## config.mk

```make
export PLATFORM = sky130hd
export DESIGN_NAME = meter_frame_receiver_decoder_flat
export DESIGN_NICKNAME = d
export VERILOG_FILES = /design/src/design/mfrd_pkg.sv /design/src/design/mfrd_if.sv /design/src/design/meter_frame_receiver_decoder.sv /design/src/flat_wrapper.sv
export SDC_FILE = /design/constraint.sdc
export NUM_CORES = 1
export LEC_CHECK = 0
export ABC_AREA = 1
export BUFFER_PORTS_ARGS = -buffer_cell sky130_fd_sc_hd__buf_2
export CAP_MARGIN = 20
export CORE_MARGIN = 10
export CORE_UTILIZATION = 55
export DETAILED_ROUTE_END_ITERATION = 8
export PLACE_DENSITY = 0.74
export SYNTH_ARGS = -nofsm -noshare
export SYNTH_HDL_FRONTEND = slang
export SYNTH_SLANG_ARGS = --single-unit
```

## constraint.sdc

```tcl
create_clock -name clk -period 17.2 [get_ports clk]
set_input_delay 1.72 -clock clk [delete_from_list [all_inputs] [get_ports clk]]
set_output_delay 1.72 -clock clk [all_outputs]
set_load 0.02 [all_outputs]
```

## src/design/mfrd_pkg.sv

```systemverilog
// ----------------------------------------------------------------------------
// mfrd_pkg
// Types, constants and lookup functions shared by the meter frame receiver.
// ----------------------------------------------------------------------------
`default_nettype none

package mfrd_pkg;

  localparam int unsigned ADDR_W  = 48;
  localparam int unsigned IDENT_W = 32;
  localparam int unsigned VALUE_W = 28;
  localparam int unsigned QTY_W   = 5;
  localparam int unsigned DEC_W   = 3;
  localparam int unsigned STAT_W  = 2;

  localparam logic [7:0]       START_BYTE  = 8'h68;
  localparam logic [7:0]       DATA_BIAS   = 8'h33;
  localparam logic [7:0]       ADDR_BYTES  = 8'd6;
  localparam logic [QTY_W-1:0] Q_UNKNOWN   = 5'd20;

  typedef enum logic [2:0] {
    PH_HUNT,
    PH_ADDR,
    PH_START2,
    PH_CTRL,
    PH_LEN,
    PH_DATA,
    PH_CSUM
  } phase_t;

  typedef enum logic [STAT_W-1:0] {
    ST_OK,
    ST_CSUM_ERR,
    ST_BAD_START
  } status_t;

  typedef enum logic [1:0] {
    VF_FOUR,
    VF_THREE,
    VF_TWO,
    VF_NONE
  } form_t;

  // Identifier to quantity code; anything not listed is unknown.
  function automatic logic [QTY_W-1:0] qty_lookup(input logic [IDENT_W-1:0] ident);
    case (ident)
      32'h00010000: return 5'd0;
      32'h00020000: return 5'd1;
      32'h00030000: return 5'd2;
      32'h00040000: return 5'd3;
      32'h02060000: return 5'd4;
      32'h02030000: return 5'd5;
      32'h02040000: return 5'd6;
      32'h02050000: return 5'd7;
      32'h02010100: return 5'd8;
      32'h02010200: return 5'd9;
      32'h02010300: return 5'd10;
      32'h02020100: return 5'd11;
      32'h02020200: return 5'd12;
      32'h02020300: return 5'd13;
      32'h02060100: return 5'd14;
      32'h02060200: return 5'd15;
      32'h02060300: return 5'd16;
      32'h02070100: return 5'd17;
      32'h02070200: return 5'd18;
      32'h02070300: return 5'd19;
      default:      return Q_UNKNOWN;
    endcase
  endfunction

  // Number of value bytes used for each quantity
  function automatic form_t qty_form(input logic [QTY_W-1:0] q);
    case (q)
      5'd0, 5'd1, 5'd2, 5'd3:                             return VF_FOUR;
      5'd5, 5'd6, 5'd7, 5'd11, 5'd12, 5'd13:              return VF_THREE;
      5'd4, 5'd8, 5'd9, 5'd10, 5'd14, 5'd15, 5'd16,
      5'd17, 5'd18, 5'd19:                                return VF_TWO;
      default:                                            return VF_NONE;
    endcase
  endfunction

  function automatic logic [DEC_W-1:0] qty_decimals(input logic [QTY_W-1:0] q);
    case (q)
      5'd0, 5'd1, 5'd2, 5'd3:                             return 3'd2;
      5'd4, 5'd11, 5'd12, 5'd13, 5'd14, 5'd15, 5'd16:     return 3'd3;
      5'd5, 5'd6, 5'd7:                                   return 3'd4;
      5'd8, 5'd9, 5'd10, 5'd17, 5'd18, 5'd19:             return 3'd1;
      default:                                            return 3'd0;
    endcase
  endfunction

  // Two BCD digits to binary; digits above nine are taken at face value
  function automatic logic [7:0] bcd_byte(input logic [7:0] b);
    logic [7:0] hi;
    hi = {4'b0, b[7:4]};
    return {4'b0, b[3:0]} + (hi << 3) + (hi << 1);
  endfunction

endpackage

`default_nettype wire

```

## src/design/mfrd_if.sv

```systemverilog
// ----------------------------------------------------------------------------
// mfrd_in_if / mfrd_out_if
// Valid/ready channels for received bytes and decoded frame results.
// ----------------------------------------------------------------------------
`default_nettype none

interface mfrd_in_if;
  logic       valid;
  logic       ready;
  logic [7:0] rx_byte;

  modport source (output valid, output rx_byte, input ready);
  modport sink   (input valid, input rx_byte, output ready);
endinterface

interface mfrd_out_if;
  logic        valid;
  logic        ready;
  logic [1:0]  frame_status;
  logic [47:0] meter_address;
  logic [7:0]  control_code;
  logic [7:0]  data_length;
  logic [31:0] data_identifier;
  logic [4:0]  quantity_code;
  logic [27:0] measured_value;
  logic [2:0]  decimal_places;

  modport source (
    output valid, output frame_status, output meter_address, output control_code,
    output data_length, output data_identifier, output quantity_code,
    output measured_value, output decimal_places, input ready
  );
  modport sink (
    input valid, input frame_status, input meter_address, input control_code,
    input data_length, input data_identifier, input quantity_code,
    input measured_value, input decimal_places, output ready
  );
endinterface

`default_nettype wire

```

## src/design/meter_frame_receiver_decoder.sv

```systemverilog
// ----------------------------------------------------------------------------
// meter_frame_receiver_decoder
// Deframes meter-link bytes, checks the byte sum and decodes the reading.
// ----------------------------------------------------------------------------
//  channel | dir | payload                                      | role
//  rx      | in  | rx_byte                                      | received bytes
//  res     | out | frame_status, meter_address, control_code,   | one per frame
//          |     | data_length, data_identifier, quantity_code, |
//          |     | measured_value, decimal_places               |
//
//  One byte is taken every cycle while rx.ready is high; the frame state updates in the same cycle.
//  The result appears in the cycle after its closing byte, held in the output register.
//  A waiting result blocks rx only while res.ready is low; it drains and refills in
//  the same cycle. Reset returns the receiver to hunting and empties the output.
// ----------------------------------------------------------------------------
`default_nettype none

module meter_frame_receiver_decoder (
  input  wire logic   clk,
  input  wire logic   rst,
  mfrd_in_if.sink     rx,
  mfrd_out_if.source  res
);
  import mfrd_pkg::*;

  phase_t               phase, phase_next;
  logic [7:0]           byte_count, byte_count_next;
  logic [7:0]           running_sum, running_sum_next;
  logic [ADDR_W-1:0]    address_reg, address_reg_next;
  logic [7:0]           control_reg, control_reg_next;
  logic [7:0]           length_reg, length_reg_next;
  logic [IDENT_W-1:0]   identifier_reg, identifier_reg_next;
  logic [31:0]          value_bytes, value_bytes_next;

  logic                 accept;
  logic [7:0]           b;
  logic [7:0]           d;
  logic [7:0]           count_inc;
  logic [7:0]           sum_inc;
  logic                 emit;
  status_t              emit_status;

  logic [QTY_W-1:0]     q_found;
  form_t                form;
  logic [7:0]           t0, t1, t2, t3;
  logic [VALUE_W-1:0]   val_two, val_three, val_four;
  logic [QTY_W-1:0]     q_out;
  logic [VALUE_W-1:0]   val_out;
  logic [DEC_W-1:0]     dec_out;

  assign rx.ready  = !res.valid || res.ready;
  assign accept    = rx.valid && rx.ready;
  assign b         = rx.rx_byte;
  assign d         = b - DATA_BIAS;
  assign count_inc = byte_count + 8'd1;
  assign sum_inc   = running_sum + b;

  // Next phase
  always_comb begin
    phase_next = phase;
    case (phase)
      PH_ADDR:   phase_next = (count_inc >= ADDR_BYTES) ? PH_START2 : PH_ADDR;
      PH_START2: phase_next = (b != START_BYTE) ? PH_HUNT : PH_CTRL;
      PH_CTRL:   phase_next = PH_LEN;
      PH_LEN:    phase_next = (b != 8'd0) ? PH_DATA : PH_CSUM;
      PH_DATA:   phase_next = (count_inc >= length_reg) ? PH_CSUM : PH_DATA;
      PH_CSUM:   phase_next = PH_HUNT;
      default:   phase_next = (b == START_BYTE) ? PH_ADDR : PH_HUNT;
    endcase
  end

  // Frame fields and result flag
  always_comb begin
    byte_count_next     = byte_count;
    running_sum_next    = running_sum;
    address_reg_next    = address_reg;
    control_reg_next    = control_reg;
    length_reg_next     = length_reg;
    identifier_reg_next = identifier_reg;
    value_bytes_next    = value_bytes;
    emit                = 1'b0;
    emit_status         = ST_OK;
    case (phase)
      PH_ADDR: begin
        address_reg_next = address_reg | (ADDR_W'(b) << {byte_count[2:0], 3'b000});
        running_sum_next = sum_inc;
        byte_count_next  = count_inc;
      end
      PH_START2: begin
        if (b != START_BYTE) begin
          emit        = 1'b1;
          emit_status = ST_BAD_START;
        end else begin
          running_sum_next = sum_inc;
        end
      end
      PH_CTRL: begin
        control_reg_next = b;
        running_sum_next = sum_inc;
      end
      PH_LEN: begin
        length_reg_next  = b;
        running_sum_next = sum_inc;
        byte_count_next  = 8'd0;
      end
      PH_DATA: begin
        if (byte_count < 8'd4) begin
          identifier_reg_next = identifier_reg |
                                (IDENT_W'(d) << {byte_count[1:0], 3'b000});
        end else if (byte_count < 8'd8) begin
          value_bytes_next = value_bytes | (32'(d) << {byte_count[1:0], 3'b000});
        end
        running_sum_next = sum_inc;
        byte_count_next  = count_inc;
      end
      PH_CSUM: begin
        emit        = 1'b1;
        emit_status = (running_sum == b) ? ST_OK : ST_CSUM_ERR;
      end
      default: begin
        if (b == START_BYTE) begin
          byte_count_next     = 8'd0;
          running_sum_next    = START_BYTE;
          address_reg_next    = '0;
          control_reg_next    = 8'd0;
          length_reg_next     = 8'd0;
          identifier_reg_next = '0;
          value_bytes_next    = '0;
        end
      end
    endcase
  end

  // Reading decode from the held frame fields
  always_comb begin
    q_found   = qty_lookup(identifier_reg);
    form      = qty_form(q_found);
    t0        = bcd_byte(value_bytes[7:0]);
    t1        = bcd_byte(value_bytes[15:8]);
    t2        = bcd_byte(value_bytes[23:16]);
    t3        = bcd_byte(value_bytes[31:24]);
    val_two   = VALUE_W'(t1) * VALUE_W'(100) + VALUE_W'(t0);
    val_three = VALUE_W'(t2) * VALUE_W'(10000) + val_two;
    val_four  = VALUE_W'(t3) * VALUE_W'(1000000) + val_three;
    q_out     = Q_UNKNOWN;
    val_out   = '0;
    dec_out   = '0;
    if (emit_status == ST_OK) begin
      q_out   = q_found;
      dec_out = qty_decimals(q_found);
      case (form)
        VF_FOUR:  val_out = val_four;
        VF_THREE: val_out = val_three;
        VF_TWO:   val_out = val_two;
        default:  val_out = '0;
      endcase
    end
  end

  always_ff @(posedge clk) begin
    if (rst) begin
      phase          <= PH_HUNT;
      byte_count     <= 8'd0;
      running_sum    <= 8'd0;
      address_reg    <= '0;
      control_reg    <= 8'd0;
      length_reg     <= 8'd0;
      identifier_reg <= '0;
      value_bytes    <= '0;
    end else if (accept) begin
      phase          <= phase_next;
      byte_count     <= byte_count_next;
      running_sum    <= running_sum_next;
      address_reg    <= address_reg_next;
      control_reg    <= control_reg_next;
      length_reg     <= length_reg_next;
      identifier_reg <= identifier_reg_next;
      value_bytes    <= value_bytes_next;
    end
  end

  // Output register: load on a closing byte, drop once the transfer completes
  always_ff @(posedge clk) begin
    if (rst) begin
      res.valid <= 1'b0;
    end else if (accept && emit) begin
      res.valid <= 1'b1;
    end else if (res.ready) begin
      res.valid <= 1'b0;
    end
  end

  always_ff @(posedge clk) begin
    if (accept && emit) begin
      res.frame_status    <= emit_status;
      res.meter_address   <= address_reg;
      res.control_code    <= control_reg;
      res.data_length     <= length_reg;
      res.data_identifier <= identifier_reg;
      res.quantity_code   <= q_out;
      res.measured_value  <= val_out;
      res.decimal_places  <= dec_out;
    end
  end

endmodule

`default_nettype wire

```

## src/flat_wrapper.sv

```systemverilog
// flat-port wrapper written by rule: the top's interface ports become plain ports
module meter_frame_receiver_decoder_flat import mfrd_pkg::*;
  (clk, rst, rx_valid, rx_rx_byte, rx_ready, res_valid, res_frame_status, res_meter_address, res_control_code, res_data_length, res_data_identifier, res_quantity_code, res_measured_value, res_decimal_places, res_ready);
  mfrd_in_if rx_i ();
  mfrd_out_if res_i ();
  input  wire logic clk;
  input  wire logic rst;
  input wire logic [$bits(rx_i.valid)-1:0] rx_valid;
  input wire logic [$bits(rx_i.rx_byte)-1:0] rx_rx_byte;
  output wire logic [$bits(rx_i.ready)-1:0] rx_ready;
  output wire logic [$bits(res_i.valid)-1:0] res_valid;
  output wire logic [$bits(res_i.frame_status)-1:0] res_frame_status;
  output wire logic [$bits(res_i.meter_address)-1:0] res_meter_address;
  output wire logic [$bits(res_i.control_code)-1:0] res_control_code;
  output wire logic [$bits(res_i.data_length)-1:0] res_data_length;
  output wire logic [$bits(res_i.data_identifier)-1:0] res_data_identifier;
  output wire logic [$bits(res_i.quantity_code)-1:0] res_quantity_code;
  output wire logic [$bits(res_i.measured_value)-1:0] res_measured_value;
  output wire logic [$bits(res_i.decimal_places)-1:0] res_decimal_places;
  input wire logic [$bits(res_i.ready)-1:0] res_ready;
  assign rx_i.valid = rx_valid;
  assign rx_i.rx_byte = rx_rx_byte;
  assign rx_ready = rx_i.ready;
  assign res_valid = res_i.valid;
  assign res_frame_status = res_i.frame_status;
  assign res_meter_address = res_i.meter_address;
  assign res_control_code = res_i.control_code;
  assign res_data_length = res_i.data_length;
  assign res_data_identifier = res_i.data_identifier;
  assign res_quantity_code = res_i.quantity_code;
  assign res_measured_value = res_i.measured_value;
  assign res_decimal_places = res_i.decimal_places;
  assign res_i.ready = res_ready;
  meter_frame_receiver_decoder u_core (.clk(clk), .rst(rst), .rx(rx_i), .res(res_i));
endmodule
```

Word-level counts from Yosys, hierarchy flattened
Memories as Yosys holds them, arrays and structs flattened. A register that Yosys moved wholly into a read port is not among the register bits.
Index checks and enable logic that the tools add are counted.
{"block": "word_totals", "wordCells": 144, "n_memories": 2, "romBits": 160, "in_bits": 12, "register_bits": 279}
{"block": "op_classes", "mux": 30, "add_sub_neg": 14, "reduce_logical": 29, "bitwise": 9, "mul": 3, "n_eq_ne": 35, "shifts": 2, "n_lt_le_gt_ge": 4}
{"name": "(no name shown)", "depth": 32, "width": 3, "read_ports": 1, "rd_clocked_by_memory_dff": 1, "wr": 0, "line_no": "mfrd_pkg.sv:83", "text": "case (q)"}
{"name": "(no name shown)", "depth": 32, "width": 2, "read_ports": 1, "rd_clocked_by_memory_dff": 0, "wr": 0, "line_no": "mfrd_pkg.sv:73", "text": "case (q)"}
{"operator": "equality test 32 x 26 -> 1 bit, second input constant", "count": 16}
{"operator": "two-way mux 32 bit", "count": 4}
{"operator": "one-hot mux 32 bit (2 select lines)", "count": 2}
{"operator": "one-hot mux 5 bit (20 select lines)", "count": 1}
{"operator": "one-hot mux 48 bit (2 select lines)", "count": 1}
{"operator": "one-hot mux 28 bit (3 select lines)", "count": 1}
{"operator": "equality test 32 x 18 -> 1 bit, second input constant", "count": 2}
{"operator": "OR 32 bit", "count": 2}
{"operator": "two-way mux 48 bit", "count": 1}
{"operator": "OR 48 bit", "count": 1}
{"operator": "one-hot mux 8 bit (3 select lines)", "count": 2}
{"operator": "<< shifter 8 x 6 -> 48 bit", "count": 1}
{"operator": "adder 4 x 7 -> 8 bit", "count": 4}
{"operator": "adder 8 x 5 -> 8 bit", "count": 4}
{"operator": "equality test 32 x 17 -> 1 bit, second input constant", "count": 1}
{"operator": "equality test 32 x 19 -> 1 bit, second input constant", "count": 1}
{"operator": "one-hot mux 8 bit (2 select lines)", "count": 2}
{"operator": "<< shifter 8 x 5 -> 32 bit", "count": 1}
{"operator": "adder 22 x 28 -> 28 bit", "count": 1}
{"operator": "adder 28 bit", "count": 1}
{"operator": "two-way mux 8 bit", "count": 3}
{"operator": "multiplier 8 x 14 -> 22 bit, second input constant", "count": 1}
{"operator": "OR reduction 5 bit", "count": 4}
{"operator": "multiplier 8 x 10 -> 18 bit, second input constant", "count": 1}
{"operator": "38 further kinds", "count": 68}

Depth between registers and ports, before layout
{"block": "logic_depth", "ltp_word": 7, "depth_mapped": 41}

Worst setup path before layout
OpenSTA, ideal clock, no wires.
{"block": "synth_timing", "kind": "register -> register", "from": "reg u_core.value_bytes[11]", "to": "reg u_core.res.measured_value[26], data pin", "slack_ps": 10382, "t_required_ps": 16946, "t_arrival_ps": 6564, "setup_time_ps": 254, "path_stages_with_launch": 40, "path_cell_list": "dfxtp_1 -> inv_1 -> fa_1 -> inv_1 -> ha_1 -> a21oi_1 -> inv_1 -> a31oi_1 -> xor2_1 -> inv_1 -> ha_1 -> fa_1 -> ha_1 -> ha_1 -> inv_1 -> o21bai_1 -> nand2_1 -> a21oi_1 -> [4 not listed] -> nor3_1 -> a21oi_1 -> o21ai_1 -> nand3_1 -> nand2_1 -> nor3b_1 -> nand2_1 -> xor2_1 -> inv_1 -> ha_1 -> nand2_1 -> o21ai_0 -> o21bai_1 -> nand2_1 -> nand2_1 -> nand2_1 -> xor2_1 -> nor2_1"}
{"block": "synth_via", "elab_chain_cells": 7}
{"item": "start, declared", "line_no": "meter_frame_receiver_decoder.sv:33", "text": "logic [31:0] value_bytes, value_bytes_next;"}
{"item": "start signal, assigned", "line_no": "meter_frame_receiver_decoder.sv:178", "text": "value_bytes <= value_bytes_next;"}
{"item": "adder 4 x 7 -> 8 bit (*)", "line_no": "mfrd_pkg.sv:96", "text": "return {4'b0, b[3:0]} + (hi << 3) + (hi << 1);"}
{"item": "adder 8 x 5 -> 8 bit (*)", "line_no": "mfrd_pkg.sv:96"}
{"item": "multiplier 8 x 5 -> 13 bit (*)", "line_no": "meter_frame_receiver_decoder.sv:142", "text": "val_two = VALUE_W'(t1) * VALUE_W'(100) + VALUE_W'(t0);"}
{"item": "adder 15 x 8 -> 16 bit (*)", "line_no": "meter_frame_receiver_decoder.sv:142"}
{"item": "adder 22 x 28 -> 28 bit (*)", "line_no": "meter_frame_receiver_decoder.sv:143", "text": "val_three = VALUE_W'(t2) * VALUE_W'(10000) + val_two;"}
{"item": "adder 28 bit", "line_no": "meter_frame_receiver_decoder.sv:144", "text": "val_four = VALUE_W'(t3) * VALUE_W'(1000000) + val_three;"}
{"item": "one-hot mux 28 bit (3 select lines) (*)", "line_no": "meter_frame_receiver_decoder.sv:151", "text": "case (form)"}
{"item": "end signal, assigned", "line_no": "meter_frame_receiver_decoder.sv:201", "text": "res.measured_value <= val_out;"}
{"item": "end, declared", "line_no": "mfrd_if.sv:31", "text": "output measured_value, output decimal_places, input ready"}
Mark *: on every way between the ends. The rest lies on a longest branch, timed or not.
A chain may end at the register's enable or synchronous reset.

Worst setup path in the final report
Same ends and word-level chain as after synthesis.

==> results.toml <==
[run_status]
status = "finished clean"

[route]
routed_wl_um = 42600
routed_via_density = 5.48
ant_nets = 0
post_drt_wl_per_cell_um = 16.4
num_vias = 14300
drt_pass1_iterations = 5
drcViolationCount = 0
drt_iter0_markers = 949

[layout]
fin_cells = 2603
final-seq-area_um2 = 6990
multiInputGateArea_um2 = 9040
layout.nets = 2441
num_antenna_cells = 0
drive_above_1_share_pct = 11.8
fillCellCount = 2666
area.growth.synth_to_final_pct = 12.2

[setup_path]
crit_top_cell = "nand2_1"
critPathMaxFanout = 6
critical_path_class = "register to register"
cp_num_buf_inv = 7
cp_slowest_cell = "fa_1"
worstPathRequired_ns = 17.54
cpPeakStageDelay_ns = 0.58
crit_family = "adder cells"
startpoint_type = "register"
cp.arrival_ns = 7.92
end_kind = "register"

[sta]
fin_crit_ns = 7.58
tightest_slew_ns = 1.11
setup_violations = 0
maxSlewViolCount = 0
rsz0062_at_grt = "no"
fin_crit_sh_pct = 44.1
fmax_mhz = 132
finalSetupTns_ns = 0
fin_skew_ns = 0.0128
hold_viol_final = 0
maxSlewHeadroom_pct = 25.7

[cts]
cts_hold_buf = 0
clock-root-buffer = "clkbuf_16"
clockBufferDepth = 3
ctsResizeCount = 0
clock-sinks = 282
numCtsBuffers = 30
clkLatencyLatePin_ns = 0.59
clkSlewWorstSetupHoldPaths_ns = 0.06
cts_tree = "built"
htreeDepth = 1
post-cts-setup-buffers = 0

[global_routing]
grt_usage_pct = 21.1
grt_overflow = 0
antenna_found_initial = 0
grt_pass1_wl_um = 68500
grt_max_degree = 81
grt_pass1_vias = 13900

[floorplanning]
boundaryPins = 148
fp.dieH_um = 199
die_w_um = 199
start_util_pct = 55.6
rows = 65
die-area_um2 = 39500
core_um2 = 31600

[synthesis]
syn_inst = 2037
synth.distinct_cells = 50
synth_nets = 2301
async_flop_share_pct = 0
syn_area_um2 = 17600
synthFlopType = "dfxtp_1"
syn_avg_cell_area_um2 = 8.62
synth_seq_cells = 282
yosysSeqAreaShare_pct = 39.8
ys_warn_count = 0
synth-edff-count = 134

[power_and_ir_drop]
ir_drop_v = 0.0000712
pwr_density_cell_nw_per_um2 = 70.7
p_leak_nw = 9.32

[placed_design]
dp.cells = 2547
portBuffers = 147
finalWeightedCongestion = 0.913
hpwl_um = 32300

[job]
max_cap_violations = 0

[hold_path]
hp-class = "register to register"
==> layer usage <==
layer,share of wire [%],GRT usage [%]
met4,2.3,6.10
met3,5.7,2.97
met1,44,27.4
met2,48,35.9
met5,0,0
==> where the power goes <==
part           total, mW  switching [mW]  internal, mW
Sequential         0.702         0.00255         0.700
Combinational     0.0475          0.0357        0.0118
Clock              0.642           0.275         0.367
==> cell usage after synthesis (10+ instances only) <==
cell type	count	area, µm²
ha_1	207	2590
nor3_1	23	115
inv_2	10	37.5
inv_1	348	1310
xnor2_1	24	210
nor2_1	163	612
fa_1	45	901
dfxtp_1	148	2960
nand4_1	41	257
o21ai_0	46	230
edfxtp_1	134	4020
clkbuf_1	36	135
or2_2	14	87.6
o21bai_1	11	82.6
nand2_1	307	1150
xor2_1	61	534
nand3_1	94	470
a21oi_1	232	1160
==> kinds of logic after synthesis <==
family                   synth area share (%)
AO/OA/AOI/OAI                            10.3
XOR/XNOR                                 4.24
adder cells (fa/ha/maj)                  19.9
buffers and inverters                    8.84
flip-flops                               39.8
AND/OR/NAND/NOR                          16.9
==> layout make-up <==
type | instances | area share, %
clock inverters | 16 | 0.724
multi-input cells | 1348 | 45.9
inverters | 360 | 6.87
flip-flops and latches | 282 | 35.5
well taps | 402 | 2.55
clock buffers | 40 | 4.36
repair buffers | 155 | 4.14
==> final timing paths <==
kind	cells past startpoint	slack [ns]	from	endpoint
worst min register to register	0	0.43	u_core.address_reg[39]$_SDFFE_PP0P_	u_core.res.meter_address[39]$_DFFE_PP_
worst min-delay path	0	0.43	u_core.address_reg[39]$_SDFFE_PP0P_	u_core.res.meter_address[39]$_DFFE_PP_
worst max-delay path	39	9.62	u_core.value_bytes[11]$_SDFFE_PP0P_	u_core.res.measured_value[26]$_SDFFCE_PP0P_
worst max register to register	39	9.62	u_core.value_bytes[11]$_SDFFE_PP0P_	u_core.res.measured_value[26]$_SDFFCE_PP0P_
==> placed cells by master (no fill, tap or decap), drive strengths merged, types with 3 or more instances in the layout <==
cell / instances
a21o: 6
a21oi: 233
a22oi: 8
a31oi: 8
buf: 155
clkbuf: 40
clkinv: 13
dfxtp: 148
edfxtp: 134
fa: 45
ha: 207
inv: 360
nand2: 312
nand3: 95
nand3b: 3
nand4: 41
nor2: 177
nor3: 25
nor4: 6
o2111ai: 4
o211ai: 3
o21ai: 52
o21bai: 11
or2: 15
xnor2: 24
xor2: 61
==> stage by stage <==
step | utilization, % | worst slack (ns) | area (µm²) | power (mW) | hold slack, ns
floorplan | - | 10.38 | 17600 | 0.748 | 0.408
global placement | 59.2 | 9.85 | 18700 | 0.761 | 0.413
detailed placement | 59.3 | 9.62 | 18700 | 0.763 | 0.415
CTS | 62.4 | 9.59 | 19700 | 1.40 | 0.427
global route | 62.4 | 8.97 | 19700 | 1.43 | 0.439
finish | 62.4 | 9.62 | 19700 | 1.39 | 0.426
Note: power is estimated with default switching activity, not from simulation.
